[src/rtl/core/assert_macros.svh]
// Assertion macros shared by the RTL that checks itself.
`ifndef ASSERT_MACROS_SVH
`define ASSERT_MACROS_SVH
`ifndef NO_ASSERTIONS
`define PWLC_ASSERT(lbl, clk, rst_n, prop) \
  lbl: assert property (@(posedge clk) disable iff (!rst_n) (prop)) \
    else $error("pwlc assertion failed");
`define PWLC_ASSERT_NEXT(lbl, clk, rst_n, ante, cons) \
  lbl: assert property (@(posedge clk) disable iff (!rst_n) (ante) |=> (cons)) \
    else $error("pwlc assertion failed");
`else
`define PWLC_ASSERT(lbl, clk, rst_n, prop)
`define PWLC_ASSERT_NEXT(lbl, clk, rst_n, ante, cons)
`endif
`endif

[src/rtl/core/pwlc_pkg.sv]
// Package: shared types, codes and command/status bundles of the curve block.
`timescale 1ns / 1ps
`default_nettype none
package pwlc_pkg;

  localparam int PWLC_MAX_POINTS = 16;

  localparam logic [1:0] OP_CLEAR  = 2'd0;
  localparam logic [1:0] OP_APPEND = 2'd1;
  localparam logic [1:0] OP_EVAL   = 2'd2;

  localparam logic [1:0] ST_OK      = 2'd0;
  localparam logic [1:0] ST_INVALID = 2'd1;
  localparam logic [1:0] ST_FULL    = 2'd2;

  typedef enum logic [1:0] {
    RES_ZERO,
    RES_FULL,
    RES_INVALID,
    RES_EVAL
  } res_kind_t;

  typedef enum logic [1:0] {
    RD_SCAN,
    RD_LO,
    RD_HI
  } rd_sel_t;

  typedef enum logic [3:0] {
    S_IDLE,
    S_DECODE,
    S_SCAN_RD,
    S_SCAN_CMP,
    S_RD_LO,
    S_RD_HI,
    S_LATCH_HI,
    S_PREP,
    S_MUL,
    S_DIV,
    S_FIN,
    S_OUT
  } state_t;

  typedef struct packed {
    logic      load;
    logic      clear;
    logic      write;
    logic      scan_clr;
    logic      scan_cmp;
    logic      latch_lo;
    logic      latch_hi;
    logic      prep;
    logic      mul;
    logic      div_step;
    logic      finish;
    logic      out_load;
    rd_sel_t   rd_sel;
    res_kind_t res_kind;
  } cmd_t;

  typedef struct packed {
    logic [1:0] op;
    logic       full;
    logic       curve_ok;
    logic       scan_last;
    logic       div_last;
    logic       out_free;
  } sts_t;

endpackage
`default_nettype wire

[src/rtl/core/pwlc_ifs.sv]
// Interfaces: input and result channels with valid/ready handshake.
`timescale 1ns / 1ps
`default_nettype none
interface pwlc_in_if;
  logic               valid;
  logic               ready;
  logic [1:0]         operation;
  logic signed [31:0] point_x;
  logic signed [31:0] point_y;
  modport source (output valid, operation, point_x, point_y, input ready);
  modport sink (input valid, operation, point_x, point_y, output ready);
endinterface

interface pwlc_out_if;
  logic               valid;
  logic               ready;
  logic signed [31:0] curve_value;
  logic [1:0]         status;
  logic               saturated;
  modport source (output valid, curve_value, status, saturated, input ready);
  modport sink (input valid, curve_value, status, saturated, output ready);
endinterface
`default_nettype wire

[src/rtl/core/pwlc_ctrl.sv]
// Controller: sequences clear, append and evaluate over the datapath.
`timescale 1ns / 1ps
`default_nettype none
module pwlc_ctrl
  import pwlc_pkg::*;
(
  input  wire logic clk,
  input  wire logic rst_n,
  input  wire logic in_valid,
  output logic      in_ready,
  input  wire sts_t sts,
  output cmd_t      cmd
);

  state_t    state_r, state_nxt;
  res_kind_t res_kind_r, res_kind_nxt;

  always_ff @(posedge clk) begin
    if (!rst_n) begin
      state_r    <= S_IDLE;
      res_kind_r <= RES_ZERO;
    end else begin
      state_r    <= state_nxt;
      res_kind_r <= res_kind_nxt;
    end
  end

  always_comb begin
    state_nxt = state_r;
    case (state_r)
      S_IDLE: begin
        if (in_valid) state_nxt = S_DECODE;
      end
      S_DECODE: begin
        if (sts.op == OP_EVAL && sts.curve_ok) state_nxt = S_SCAN_RD;
        else state_nxt = S_OUT;
      end
      S_SCAN_RD:  state_nxt = S_SCAN_CMP;
      S_SCAN_CMP: state_nxt = sts.scan_last ? S_RD_LO : S_SCAN_RD;
      S_RD_LO:    state_nxt = S_RD_HI;
      S_RD_HI:    state_nxt = S_LATCH_HI;
      S_LATCH_HI: state_nxt = S_PREP;
      S_PREP:     state_nxt = S_MUL;
      S_MUL:      state_nxt = S_DIV;
      S_DIV: begin
        if (sts.div_last) state_nxt = S_FIN;
      end
      S_FIN:      state_nxt = S_OUT;
      S_OUT: begin
        if (sts.out_free) state_nxt = S_IDLE;
      end
      default:    state_nxt = S_IDLE;
    endcase
  end

  always_comb begin
    cmd          = '0;
    cmd.rd_sel   = RD_SCAN;
    cmd.res_kind = res_kind_r;
    res_kind_nxt = res_kind_r;
    in_ready     = 1'b0;
    case (state_r)
      S_IDLE: begin
        in_ready = 1'b1;
        cmd.load = in_valid;
      end
      S_DECODE: begin
        case (sts.op)
          OP_CLEAR: begin
            cmd.clear    = 1'b1;
            res_kind_nxt = RES_ZERO;
          end
          OP_APPEND: begin
            cmd.write    = !sts.full;
            res_kind_nxt = sts.full ? RES_FULL : RES_ZERO;
          end
          OP_EVAL: begin
            cmd.scan_clr = sts.curve_ok;
            res_kind_nxt = sts.curve_ok ? RES_EVAL : RES_INVALID;
          end
          default: res_kind_nxt = RES_ZERO;
        endcase
      end
      S_SCAN_RD:  cmd.rd_sel = RD_SCAN;
      S_SCAN_CMP: cmd.scan_cmp = 1'b1;
      S_RD_LO:    cmd.rd_sel = RD_LO;
      S_RD_HI: begin
        cmd.rd_sel   = RD_HI;
        cmd.latch_lo = 1'b1;
      end
      S_LATCH_HI: cmd.latch_hi = 1'b1;
      S_PREP:     cmd.prep = 1'b1;
      S_MUL:      cmd.mul = 1'b1;
      S_DIV:      cmd.div_step = 1'b1;
      S_FIN:      cmd.finish = 1'b1;
      S_OUT:      cmd.out_load = sts.out_free;
      default:    cmd = '0;
    endcase
  end

endmodule
`default_nettype wire

[src/rtl/core/pwlc_datapath.sv]
// Datapath: breakpoint memory, segment search, multiply, serial divide, output register.
`timescale 1ns / 1ps
`default_nettype none
module pwlc_datapath
  import pwlc_pkg::*;
#(
  parameter int MAX_POINTS = PWLC_MAX_POINTS
) (
  input  wire logic               clk,
  input  wire logic               rst_n,
  input  wire cmd_t               cmd,
  output sts_t                    sts,
  input  wire logic [1:0]         in_operation,
  input  wire logic signed [31:0] in_point_x,
  input  wire logic signed [31:0] in_point_y,
  input  wire logic               out_ready,
  output logic                    out_valid,
  output logic signed [31:0]      out_curve_value,
  output logic [1:0]              out_status,
  output logic                    out_saturated
);

  localparam int AW = (MAX_POINTS > 2) ? $clog2(MAX_POINTS) : 1;
  localparam int CW = $clog2(MAX_POINTS + 1);

  logic signed [31:0] mem_x [MAX_POINTS];
  logic signed [31:0] mem_y [MAX_POINTS];

  logic [1:0]         op_r;
  logic signed [31:0] qx_r, qy_r;
  logic [CW-1:0]      count_r;
  logic               order_ok_r;
  logic signed [31:0] last_x_r;
  logic signed [31:0] rd_x_r, rd_y_r;
  logic [AW-1:0]      k_r, lo_r;
  logic               below_r;
  logic signed [31:0] xa_r, ya_r, xb_r, yb_r;
  logic [31:0]        mag_dy_r, mag_t_r, dx_r;
  logic               neg_r;
  logic signed [31:0] yanc_r;
  logic [63:0]        dvd_r;
  logic [31:0]        rem_r;
  logic [5:0]         cnt_r;
  logic signed [31:0] val_r;
  logic               sat_r;
  logic               out_valid_r;
  logic signed [31:0] out_value_r;
  logic [1:0]         out_status_r;
  logic               out_sat_r;

  logic [AW-1:0]      raddr;
  logic signed [32:0] dy_w, t_w;
  logic [32:0]        dx_w;
  logic [32:0]        sh_w;
  logic [33:0]        diff_w;
  logic               ge_w;
  logic               capped_w, rnd_w;
  logic [40:0]        q_w;
  logic signed [42:0] sum_w;

  always_comb begin
    case (cmd.rd_sel)
      RD_SCAN: raddr = k_r;
      RD_LO:   raddr = lo_r;
      RD_HI:   raddr = lo_r + AW'(1);
      default: raddr = k_r;
    endcase
  end

  always_ff @(posedge clk) begin
    if (cmd.write) begin
      mem_x[count_r[AW-1:0]] <= qx_r;
      mem_y[count_r[AW-1:0]] <= qy_r;
    end
    rd_x_r <= mem_x[raddr];
    rd_y_r <= mem_y[raddr];
  end

  always_ff @(posedge clk) begin
    if (!rst_n) begin
      count_r    <= '0;
      order_ok_r <= 1'b1;
    end else if (cmd.clear) begin
      count_r    <= '0;
      order_ok_r <= 1'b1;
    end else if (cmd.write) begin
      count_r <= count_r + CW'(1);
      if (count_r != '0 && qx_r <= last_x_r) order_ok_r <= 1'b0;
    end
  end

  always_ff @(posedge clk) begin
    if (cmd.load) begin
      op_r <= in_operation;
      qx_r <= in_point_x;
      qy_r <= in_point_y;
    end
    if (cmd.write) last_x_r <= qx_r;
  end

  always_ff @(posedge clk) begin
    if (cmd.scan_clr) begin
      k_r     <= '0;
      lo_r    <= '0;
      below_r <= 1'b0;
    end else if (cmd.scan_cmp) begin
      if (k_r == '0) below_r <= (qx_r < rd_x_r);
      else if (qx_r >= rd_x_r) lo_r <= k_r;
      k_r <= k_r + AW'(1);
    end
  end

  assign dy_w = 33'(yb_r) - 33'(ya_r);
  assign dx_w = 33'(xb_r) - 33'(xa_r);
  assign t_w  = 33'(qx_r) - (below_r ? 33'(xa_r) : 33'(xb_r));

  always_ff @(posedge clk) begin
    if (cmd.latch_lo) begin
      xa_r <= rd_x_r;
      ya_r <= rd_y_r;
    end
    if (cmd.latch_hi) begin
      xb_r <= rd_x_r;
      yb_r <= rd_y_r;
    end
    if (cmd.prep) begin
      mag_dy_r <= dy_w[32] ? 32'(-dy_w) : dy_w[31:0];
      mag_t_r  <= t_w[32] ? 32'(-t_w) : t_w[31:0];
      dx_r     <= dx_w[31:0];
      neg_r    <= dy_w[32] ^ t_w[32];
      yanc_r   <= below_r ? ya_r : yb_r;
    end
  end

  assign sh_w   = {rem_r, dvd_r[63]};
  assign diff_w = {1'b0, sh_w} - {2'b00, dx_r};
  assign ge_w   = !diff_w[33];

  always_ff @(posedge clk) begin
    if (cmd.mul) begin
      dvd_r <= mag_dy_r * mag_t_r;
      rem_r <= '0;
      cnt_r <= '0;
    end else if (cmd.div_step) begin
      dvd_r <= {dvd_r[62:0], ge_w};
      rem_r <= ge_w ? diff_w[31:0] : sh_w[31:0];
      cnt_r <= cnt_r + 6'd1;
    end
  end

  assign capped_w = |dvd_r[63:40];
  assign rnd_w    = ({rem_r, 1'b0} >= {1'b0, dx_r});
  assign q_w      = capped_w ? (41'd1 << 40) : (dvd_r[40:0] + 41'(rnd_w));
  assign sum_w    = neg_r ? (43'(yanc_r) - 43'(q_w)) : (43'(yanc_r) + 43'(q_w));

  always_ff @(posedge clk) begin
    if (cmd.finish) begin
      if (sum_w > 43'sd2147483647) begin
        val_r <= 32'sh7fffffff;
        sat_r <= 1'b1;
      end else if (sum_w < -43'sd2147483648) begin
        val_r <= 32'sh80000000;
        sat_r <= 1'b1;
      end else begin
        val_r <= sum_w[31:0];
        sat_r <= 1'b0;
      end
    end
  end

  always_ff @(posedge clk) begin
    if (!rst_n) begin
      out_valid_r <= 1'b0;
    end else if (cmd.out_load) begin
      out_valid_r <= 1'b1;
    end else if (out_ready) begin
      out_valid_r <= 1'b0;
    end
  end

  always_ff @(posedge clk) begin
    if (cmd.out_load) begin
      out_value_r <= (cmd.res_kind == RES_EVAL) ? val_r : '0;
      out_sat_r   <= (cmd.res_kind == RES_EVAL) && sat_r;
      case (cmd.res_kind)
        RES_FULL:    out_status_r <= ST_FULL;
        RES_INVALID: out_status_r <= ST_INVALID;
        default:     out_status_r <= ST_OK;
      endcase
    end
  end

  assign out_valid       = out_valid_r;
  assign out_curve_value = out_value_r;
  assign out_status      = out_status_r;
  assign out_saturated   = out_sat_r;

  assign sts.op        = op_r;
  assign sts.full      = (count_r == CW'(MAX_POINTS));
  assign sts.curve_ok  = (count_r >= CW'(2)) && order_ok_r;
  assign sts.scan_last = ({{(CW - AW){1'b0}}, k_r} == count_r - CW'(2));
  assign sts.div_last  = &cnt_r;
  assign sts.out_free  = !out_valid_r || out_ready;

endmodule
`default_nettype wire

[src/rtl/core/piecewise_linear_curve_top.sv]
// Piecewise linear curve evaluator with breakpoint table, top level.
// Clear, append and an evaluate of an invalid curve go from acceptance
// through decode to the output register. A valid evaluate first runs the
// segment search, which reads the breakpoint memory one entry at a time,
// then a multiply; the 64-bit by 32-bit restoring divider resolves one
// quotient bit per cycle. One item is in flight at a time; a finished
// result waits in the output register while the next item is accepted.
`timescale 1ns / 1ps
`default_nettype none
`include "assert_macros.svh"
module piecewise_linear_curve_top
  import pwlc_pkg::*;
#(
  parameter int MAX_POINTS = PWLC_MAX_POINTS
) (
  input  wire logic clk,
  input  wire logic rst_n,
  pwlc_in_if.sink   in_ch,
  pwlc_out_if.source out_ch
);

  cmd_t cmd;
  sts_t sts;

  pwlc_ctrl u_ctrl (
    .clk      (clk),
    .rst_n    (rst_n),
    .in_valid (in_ch.valid),
    .in_ready (in_ch.ready),
    .sts      (sts),
    .cmd      (cmd)
  );

  pwlc_datapath #(
    .MAX_POINTS (MAX_POINTS)
  ) u_datapath (
    .clk             (clk),
    .rst_n           (rst_n),
    .cmd             (cmd),
    .sts             (sts),
    .in_operation    (in_ch.operation),
    .in_point_x      (in_ch.point_x),
    .in_point_y      (in_ch.point_y),
    .out_ready       (out_ch.ready),
    .out_valid       (out_ch.valid),
    .out_curve_value (out_ch.curve_value),
    .out_status      (out_ch.status),
    .out_saturated   (out_ch.saturated)
  );

  `PWLC_ASSERT_NEXT(a_busy_after_beat, clk, rst_n, in_ch.valid && in_ch.ready, !in_ch.ready)
  `PWLC_ASSERT(a_load_when_free, clk, rst_n, !cmd.out_load || sts.out_free)
  `PWLC_ASSERT(a_no_write_when_full, clk, rst_n, !cmd.write || !sts.full)

endmodule
`default_nettype wire

[src/flat_wrapper.sv]
// flat-port wrapper written by rule: the top's interface ports become plain ports
module piecewise_linear_curve_top_flat import pwlc_pkg::*;
#(
  parameter int MAX_POINTS = PWLC_MAX_POINTS
)
  (clk, rst_n, in_ch_valid, in_ch_operation, in_ch_point_x, in_ch_point_y, in_ch_ready, out_ch_valid, out_ch_curve_value, out_ch_status, out_ch_saturated, out_ch_ready);
  pwlc_in_if in_ch_i ();
  pwlc_out_if out_ch_i ();
  input  wire logic clk;
  input  wire logic rst_n;
  input wire logic [$bits(in_ch_i.valid)-1:0] in_ch_valid;
  input wire logic [$bits(in_ch_i.operation)-1:0] in_ch_operation;
  input wire logic [$bits(in_ch_i.point_x)-1:0] in_ch_point_x;
  input wire logic [$bits(in_ch_i.point_y)-1:0] in_ch_point_y;
  output wire logic [$bits(in_ch_i.ready)-1:0] in_ch_ready;
  output wire logic [$bits(out_ch_i.valid)-1:0] out_ch_valid;
  output wire logic [$bits(out_ch_i.curve_value)-1:0] out_ch_curve_value;
  output wire logic [$bits(out_ch_i.status)-1:0] out_ch_status;
  output wire logic [$bits(out_ch_i.saturated)-1:0] out_ch_saturated;
  input wire logic [$bits(out_ch_i.ready)-1:0] out_ch_ready;
  assign in_ch_i.valid = in_ch_valid;
  assign in_ch_i.operation = in_ch_operation;
  assign in_ch_i.point_x = in_ch_point_x;
  assign in_ch_i.point_y = in_ch_point_y;
  assign in_ch_ready = in_ch_i.ready;
  assign out_ch_valid = out_ch_i.valid;
  assign out_ch_curve_value = out_ch_i.curve_value;
  assign out_ch_status = out_ch_i.status;
  assign out_ch_saturated = out_ch_i.saturated;
  assign out_ch_i.ready = out_ch_ready;
  piecewise_linear_curve_top #(.MAX_POINTS(MAX_POINTS)) u_core (.clk(clk), .rst_n(rst_n), .in_ch(in_ch_i), .out_ch(out_ch_i));
endmodule
[config.mk]
export PLATFORM = sky130hd
export DESIGN_NAME = piecewise_linear_curve_top_flat
export DESIGN_NICKNAME = d
export VERILOG_FILES = /design/src/rtl/core/pwlc_pkg.sv /design/src/rtl/core/pwlc_ifs.sv /design/src/rtl/core/pwlc_ctrl.sv /design/src/rtl/core/pwlc_datapath.sv /design/src/rtl/core/piecewise_linear_curve_top.sv /design/src/flat_wrapper.sv
export VERILOG_INCLUDE_DIRS = /design/src /design/src/rtl/core
export SDC_FILE = /design/constraint.sdc
export NUM_CORES = 2
export LEC_CHECK = 0
export ABC_AREA = 1
export BUFFER_PORTS_ARGS = -buffer_cell sky130_fd_sc_hd__buf_4
export CAP_MARGIN = 20
export CORE_ASPECT_RATIO = 1.25
export CORE_MARGIN = 2
export CORE_UTILIZATION = 45
export DETAILED_ROUTE_END_ITERATION = 12
export HOLD_SLACK_MARGIN = 0.06
export SYNTH_ARGS = -nofsm -noshare
export SYNTH_HDL_FRONTEND = slang
export SYNTH_SLANG_ARGS = --single-unit
[constraint.sdc]
create_clock -name clk -period 24 [get_ports clk]
set_input_delay 4.8 -clock clk [delete_from_list [all_inputs] [get_ports clk]]
set_output_delay 4.8 -clock clk [all_outputs]
set_load 0.1 [all_outputs]
-- Word level (Yosys, flattened, before mapping)
Memories as Yosys holds them, arrays and structs flattened. A register that Yosys moved wholly into a read port is not among the register bits.
Index checks and enable logic that the tools add are counted.
- flip-flop bits (word level): 547
- memories: 2
- bits of input ports: 70
- RAM bits: 1024
- memories (name ; words ; width ; rd ports ; clocked after Yosys merged registers in ; wr ports ; RTL line ; source):
    u_core.u_datapath.mem_x ; 16 ; 32 ; 1 ; 1 ; 1 ; pwlc_datapath.sv:26 ; logic signed [31:0] mem_x [MAX_POINTS];
    u_core.u_datapath.mem_y ; 16 ; 32 ; 1 ; 1 ; 1 ; pwlc_datapath.sv:27 ; logic signed [31:0] mem_y [MAX_POINTS];
- multiplexer cells: 42
- bitwise operators: 3
- $add $sub $neg: 14
- multiply operators: 1
- magnitude comparators: 7
- eq/ne operators: 23
- reduce and logical (&&, ||, !) cells: 22
- operators by type and width (operator ; number):
    $mux W32 ; 5
    $mux W64 ; 2
    $mul A32 B32 Y64 ; 1
    $neg A32 Y32 ; 2
    $pmux W4 S12 ; 1
    $add A32 B42 Y43 ; 1
    $gt A43 B32 Y1 const B ; 1
    $lt A43 B32 Y1 const B ; 1
    $mux W43 ; 1
    $sub A32 B42 Y43 ; 1
    $add A41 B1 Y41 ; 1
    $mux W41 ; 1
    $sub A33 B32 Y34 ; 1
    $ge A33 B32 Y1 ; 1
    $mux W33 ; 1
    $sub A32 B32 Y33 ; 1
    $sub A32 B33 Y33 ; 1
    $ge A32 B32 Y1 ; 1
    $le A32 B32 Y1 ; 1
    $lt A32 B32 Y1 ; 1
    $sub A32 B32 Y32 ; 1
    $reduce_or A24 Y1 ; 1
    $mux W1 ; 20
    $eq A4 B3 Y1 const B ; 4
    33 further kinds ; 60

-- Longest topological paths before layout
- depth in word-level cells: 7
- mapped depth: 48
- mapped depth without buffers: 47

-- Hierarchy
A second synthesis with hierarchy kept.
- cells, all modules: 11606
- area total of the unflattened synthesis: 112718.1 µm²
- by module, submodules not included (module ; instances ; area an instance (µm²) ; sequential area each (µm²) ; cells an instance):
    pwlc_datapath ; 1 ; 112205.1 ; 47735.8 ; 11518
    pwlc_ctrl ; 1 ; 513.0 ; 120.1 ; 88

-- Worst setup path before layout
No wires, ideal clock.
- path kind: input-to-reg
- start point: in in_ch_valid
- end point: reg u_core.u_datapath.op_r[0], enable pin
- cell stages on the path: 2
- library setup time: 0.491 ns
- path buffers: 0
- arrival time: 7.577 ns
- data required time: 23.509 ns
- slack: 15.933 ns
- cells stage by stage: inv_1 > nor2_1
- RTL lines (element ; RTL line ; source):
    from (decl) ; flat_wrapper.sv:11 ; input wire logic [$bits(in_ch_i.valid)-1:0] in_ch_valid;
    to (signal assigned) ; pwlc_datapath.sv:94 ; op_r <= in_operation;
    to (decl) ; pwlc_datapath.sv:29 ; logic [1:0] op_r;

-- Worst setup path in the final report
- start point: reg u_core.u_datapath.mag_t_r[9]
- end point: reg u_core.u_datapath.dvd_r[56], data pin
- longest elaborated chain between the ends: 2
- ends and longest elaborated chain (element ; RTL line ; source):
    from (decl) ; pwlc_datapath.sv:38 ; logic [31:0] mag_dy_r, mag_t_r, dx_r;
    from (signal assigned) ; pwlc_datapath.sv:128 ; mag_t_r <= t_w[32] ? 32'(-t_w) : t_w[31:0];
    $mul A32 B32 Y64 ; pwlc_datapath.sv:141 ; dvd_r <= mag_dy_r * mag_t_r;
    $mux W64 ; pwlc_datapath.sv:140 ; if (cmd.mul) begin
    to (signal assigned) ; pwlc_datapath.sv:141 ;
    to (signal assigned) ; pwlc_datapath.sv:145 ; dvd_r <= {dvd_r[62:0], ge_w};
    to (decl) ; pwlc_datapath.sv:41 ; logic [63:0] dvd_r;
Every way passes these cells.
A chain may end at the register's enable or synchronous reset.

==> impl_metrics.csv <==
group,metric,value,unit
setup_path,critPathMaxFanout,32,
place,dp_cells,15000,
cts,cts_tree,"done",
timing,slew_headroom,0.213,
hold_path,hold_path.class,"flip-flop to flip-flop",
yosys,syn_inst,11800,
outcome,status,"finished, final reports clean",
cells_and_area,final_cell_mix,"nand2_1, inv_1, edfxtp_1",
setup_path,required,24.49,ns
global_routing,antenna_found_initial,7,
timing,post-route-period-util,0.363,
timing,setup_tns,0,ns
floorplan,die-area,254000,µm²
yosys,yosysTopAreaCell,"edfxtp_1",
yosys,ys_ff_latch,1635,
yosys,synth.distinct_cells,59,
cts,clkLatencyLatePin,0.82,ns
timing,max_freq,115,MHz
timing,rsz0062_at_grt,"no",
global_routing,overflow,0,
setup_path,crit_arrival,9.21,ns
drt,num_vias,83000,
cells_and_area,finish.instance_area,122000,µm²
timing,skew,0.0712,ns
global_routing,grt_usage,0.275,
cells_and_area,drive_gt1_frac,0.0532,
yosys,syn_nets,13300,
cts,clk_path_buf_depth,4,
setup_path,crit_type,"flip-flop to flip-flop",
yosys,synthAdderAreaFrac,0.218,
yosys,syn_area_per_cell,9.49,µm²
yosys,synth_area_leaders,"edfxtp_1, fa_1, nand2_1",
pwr,pwr_density_cell,72.5,nW/µm²
yosys,async_reset_ff_frac,0,
cells_and_area,nets,13300,
pwr,ir_drop,0.0753,mV
floorplan,io_pins,107,
yosys,ys_seq_area_frac,0.426,
cells_and_area,fill_cells,23100,
cts,cts_resized,0,
cells_and_area,multiInputGateArea,54000,µm²
floorplan,core,249000,µm²
cells_and_area,syn2layout_area_growth,9.02,%
cells_and_area,regArea,47900,µm²
setup_path,startpoint_type,"flip-flop",
cts,cts_buffers,163,
global_routing,grt_pass1_wl,527,mm
timing,finalCriticalPeriod,8.71,ns
drt,routedWlPerCell,22.9,µm
yosys,synth_area,112000,µm²
cells_and_area,final_cells,15300,
drt,drc,0,
cts,clockRootBuffer,"clkbuf_16",
run,maxCapViolCount,0,
floorplan,die_y,563,µm
yosys,synth_top_family_by_area,"adder cells",
cts,post_cts_buffers,0,
setup_path,crit_path_end_kind,"flip-flop",
yosys,synthMuxAreaShare,0.00749,
cts,cts.sinks,1635,
drt,drt-pass1-iter-count,6,
drt,drt.antenna.violating_nets,0,
timing,hold_violations,0,
cts,cts_hold_buf,0,
drt,avgViaCountPerCell,5.44,
pwr,p_leak,54.1,nW
place,port_buffers,106,
global_routing,grt_pass1_vias,85800,
place,place_area,117000,µm²
yosys,synth_edf_count,1511,
place,gp_congestion,1.02,
yosys,yosys.area_share.simple,0.148,
timing,drv_slew,0,
yosys,synth_flop_cell,"edfxtp_1",
cts,clk_pin_slew_worst_paths,0.06,ns
cells_and_area,layout_commonest_cell,"nand2_1",
cts,cts_max_level,4,
timing,setup_violations,0,
setup_path,crit_top_cell,"inv_1",
place,dp_hpwl,248,mm
yosys,ys.warnings.count,0,
timing,tightest_slew,1.18,ns
floorplan,die_w,451,µm
drt,drtIter0Drc,6362,
cells_and_area,final_core_util,0.492,
yosys,synth-xor-area-share,0.0211,
setup_path,crit_path_top_delay_cell,"fa_1",
setup_path,critPathMaxStageDelay,0.55,ns
yosys,synth_compound_area_frac,0.0839,
floorplan,rows,205,
setup_path,r2r_setup_slack,15.29,ns
yosys,yosys.area.top_type_share,0.404,
floorplan,start_util,0.451,
drt,wirelength,349,mm
global_routing,grt_max_degree,218,
[path summary, 6_finish.rpt]
check / from / to / cells past startpoint
max: u_core.u_datapath.mag_t_r[9] / u_core.u_datapath.dvd_r[56] / 30
min: u_core.u_datapath.rd_y_r[19] / u_core.u_datapath.yb_r[19] / 0
max reg2reg: u_core.u_datapath.mag_t_r[9] / u_core.u_datapath.dvd_r[56] / 30
min reg2reg: u_core.u_datapath.rd_y_r[19] / u_core.u_datapath.yb_r[19] / 0
[worst max-delay path, delay by kind of cell, from the launching register on]
family,cells,cell delay (ns)
compound gates,3,0.45
xor+xnor,1,0.34
fa+ha+maj,9,4.46
buf+inv,10,1.06
flops,1,0.44
simple gates,7,1.57
[final cells by class]
class,count,share of cell area
flip-flops and latches,1635,0.391
multi-input cells,7366,0.441
well taps,3312,0.0338
repair buffers,276,0.0181
inverters,2376,0.0729
clock buffers,199,0.0359
diodes,2,0.0000409
clock inverters,86,0.00749
[through the flow]
| stage | hold WS [ns] | total power, mW | setup slack, ns |
|---|---|---|---|
| floorplan | 0.404 | 5.42 | 15.93 |
| global placement | 0.405 | 6.31 | 15.30 |
| detailed placement | 0.413 | 6.36 | 15.44 |
| CTS | 0.427 | 8.93 | 15.37 |
| global route | 0.432 | 9.35 | 15.14 |
| finish | 0.427 | 8.88 | 15.29 |
[power breakdown]
group          switching (mW)  leakage (nW)  internal (mW)  total [mW]
logic                    1.85          36.9          0.765        2.61
clock network            1.09          2.59           1.49        2.58
registers               0.209          14.7           3.48        3.69
[cell usage after synthesis (all sizes together) (5+ instances only)]
library cell / n
nand2: 2701
inv: 2374
edfxtp: 1511
fa: 901
nor2: 611
o211ai: 529
ha: 517
nand3: 496
o21ai: 418
clkbuf: 402
a21oi: 400
xor2: 166
dfxtp: 124
xnor2: 105
nand4: 99
nor3: 90
mux2i: 84
buf: 58
a31oi: 56
a21o: 33
nor4: 24
o21a: 21
or2: 21
o21bai: 18
a21boi: 16
nand3b: 11
nor3b: 7
o221ai: 7
a211oi: 6
a221oi: 5
o31ai: 5
[cells by family after synthesis]
| family | after synthesis |
|---|---|
| adders and majority gates | 1418 |
| DFF | 1635 |
| xor gates and xnor gates | 271 |
| and+or+nand+nor | 4064 |
| muxes | 84 |
| AOI/OAI and AO/OA | 1529 |
| buffers and inverters | 2836 |
[routing by layer]
layer / GRT usage / vias up / wire, µm
met5: 0 / - / 46
met4: 0.145 / 6 / 21100
met3: 0.0285 / 893 / 17200
met2: 0.498 / 2682 / 180000
met1: 0.320 / 41300 / 131000
li1: - / 38200 / -
(Power assumes the default switching activity.)
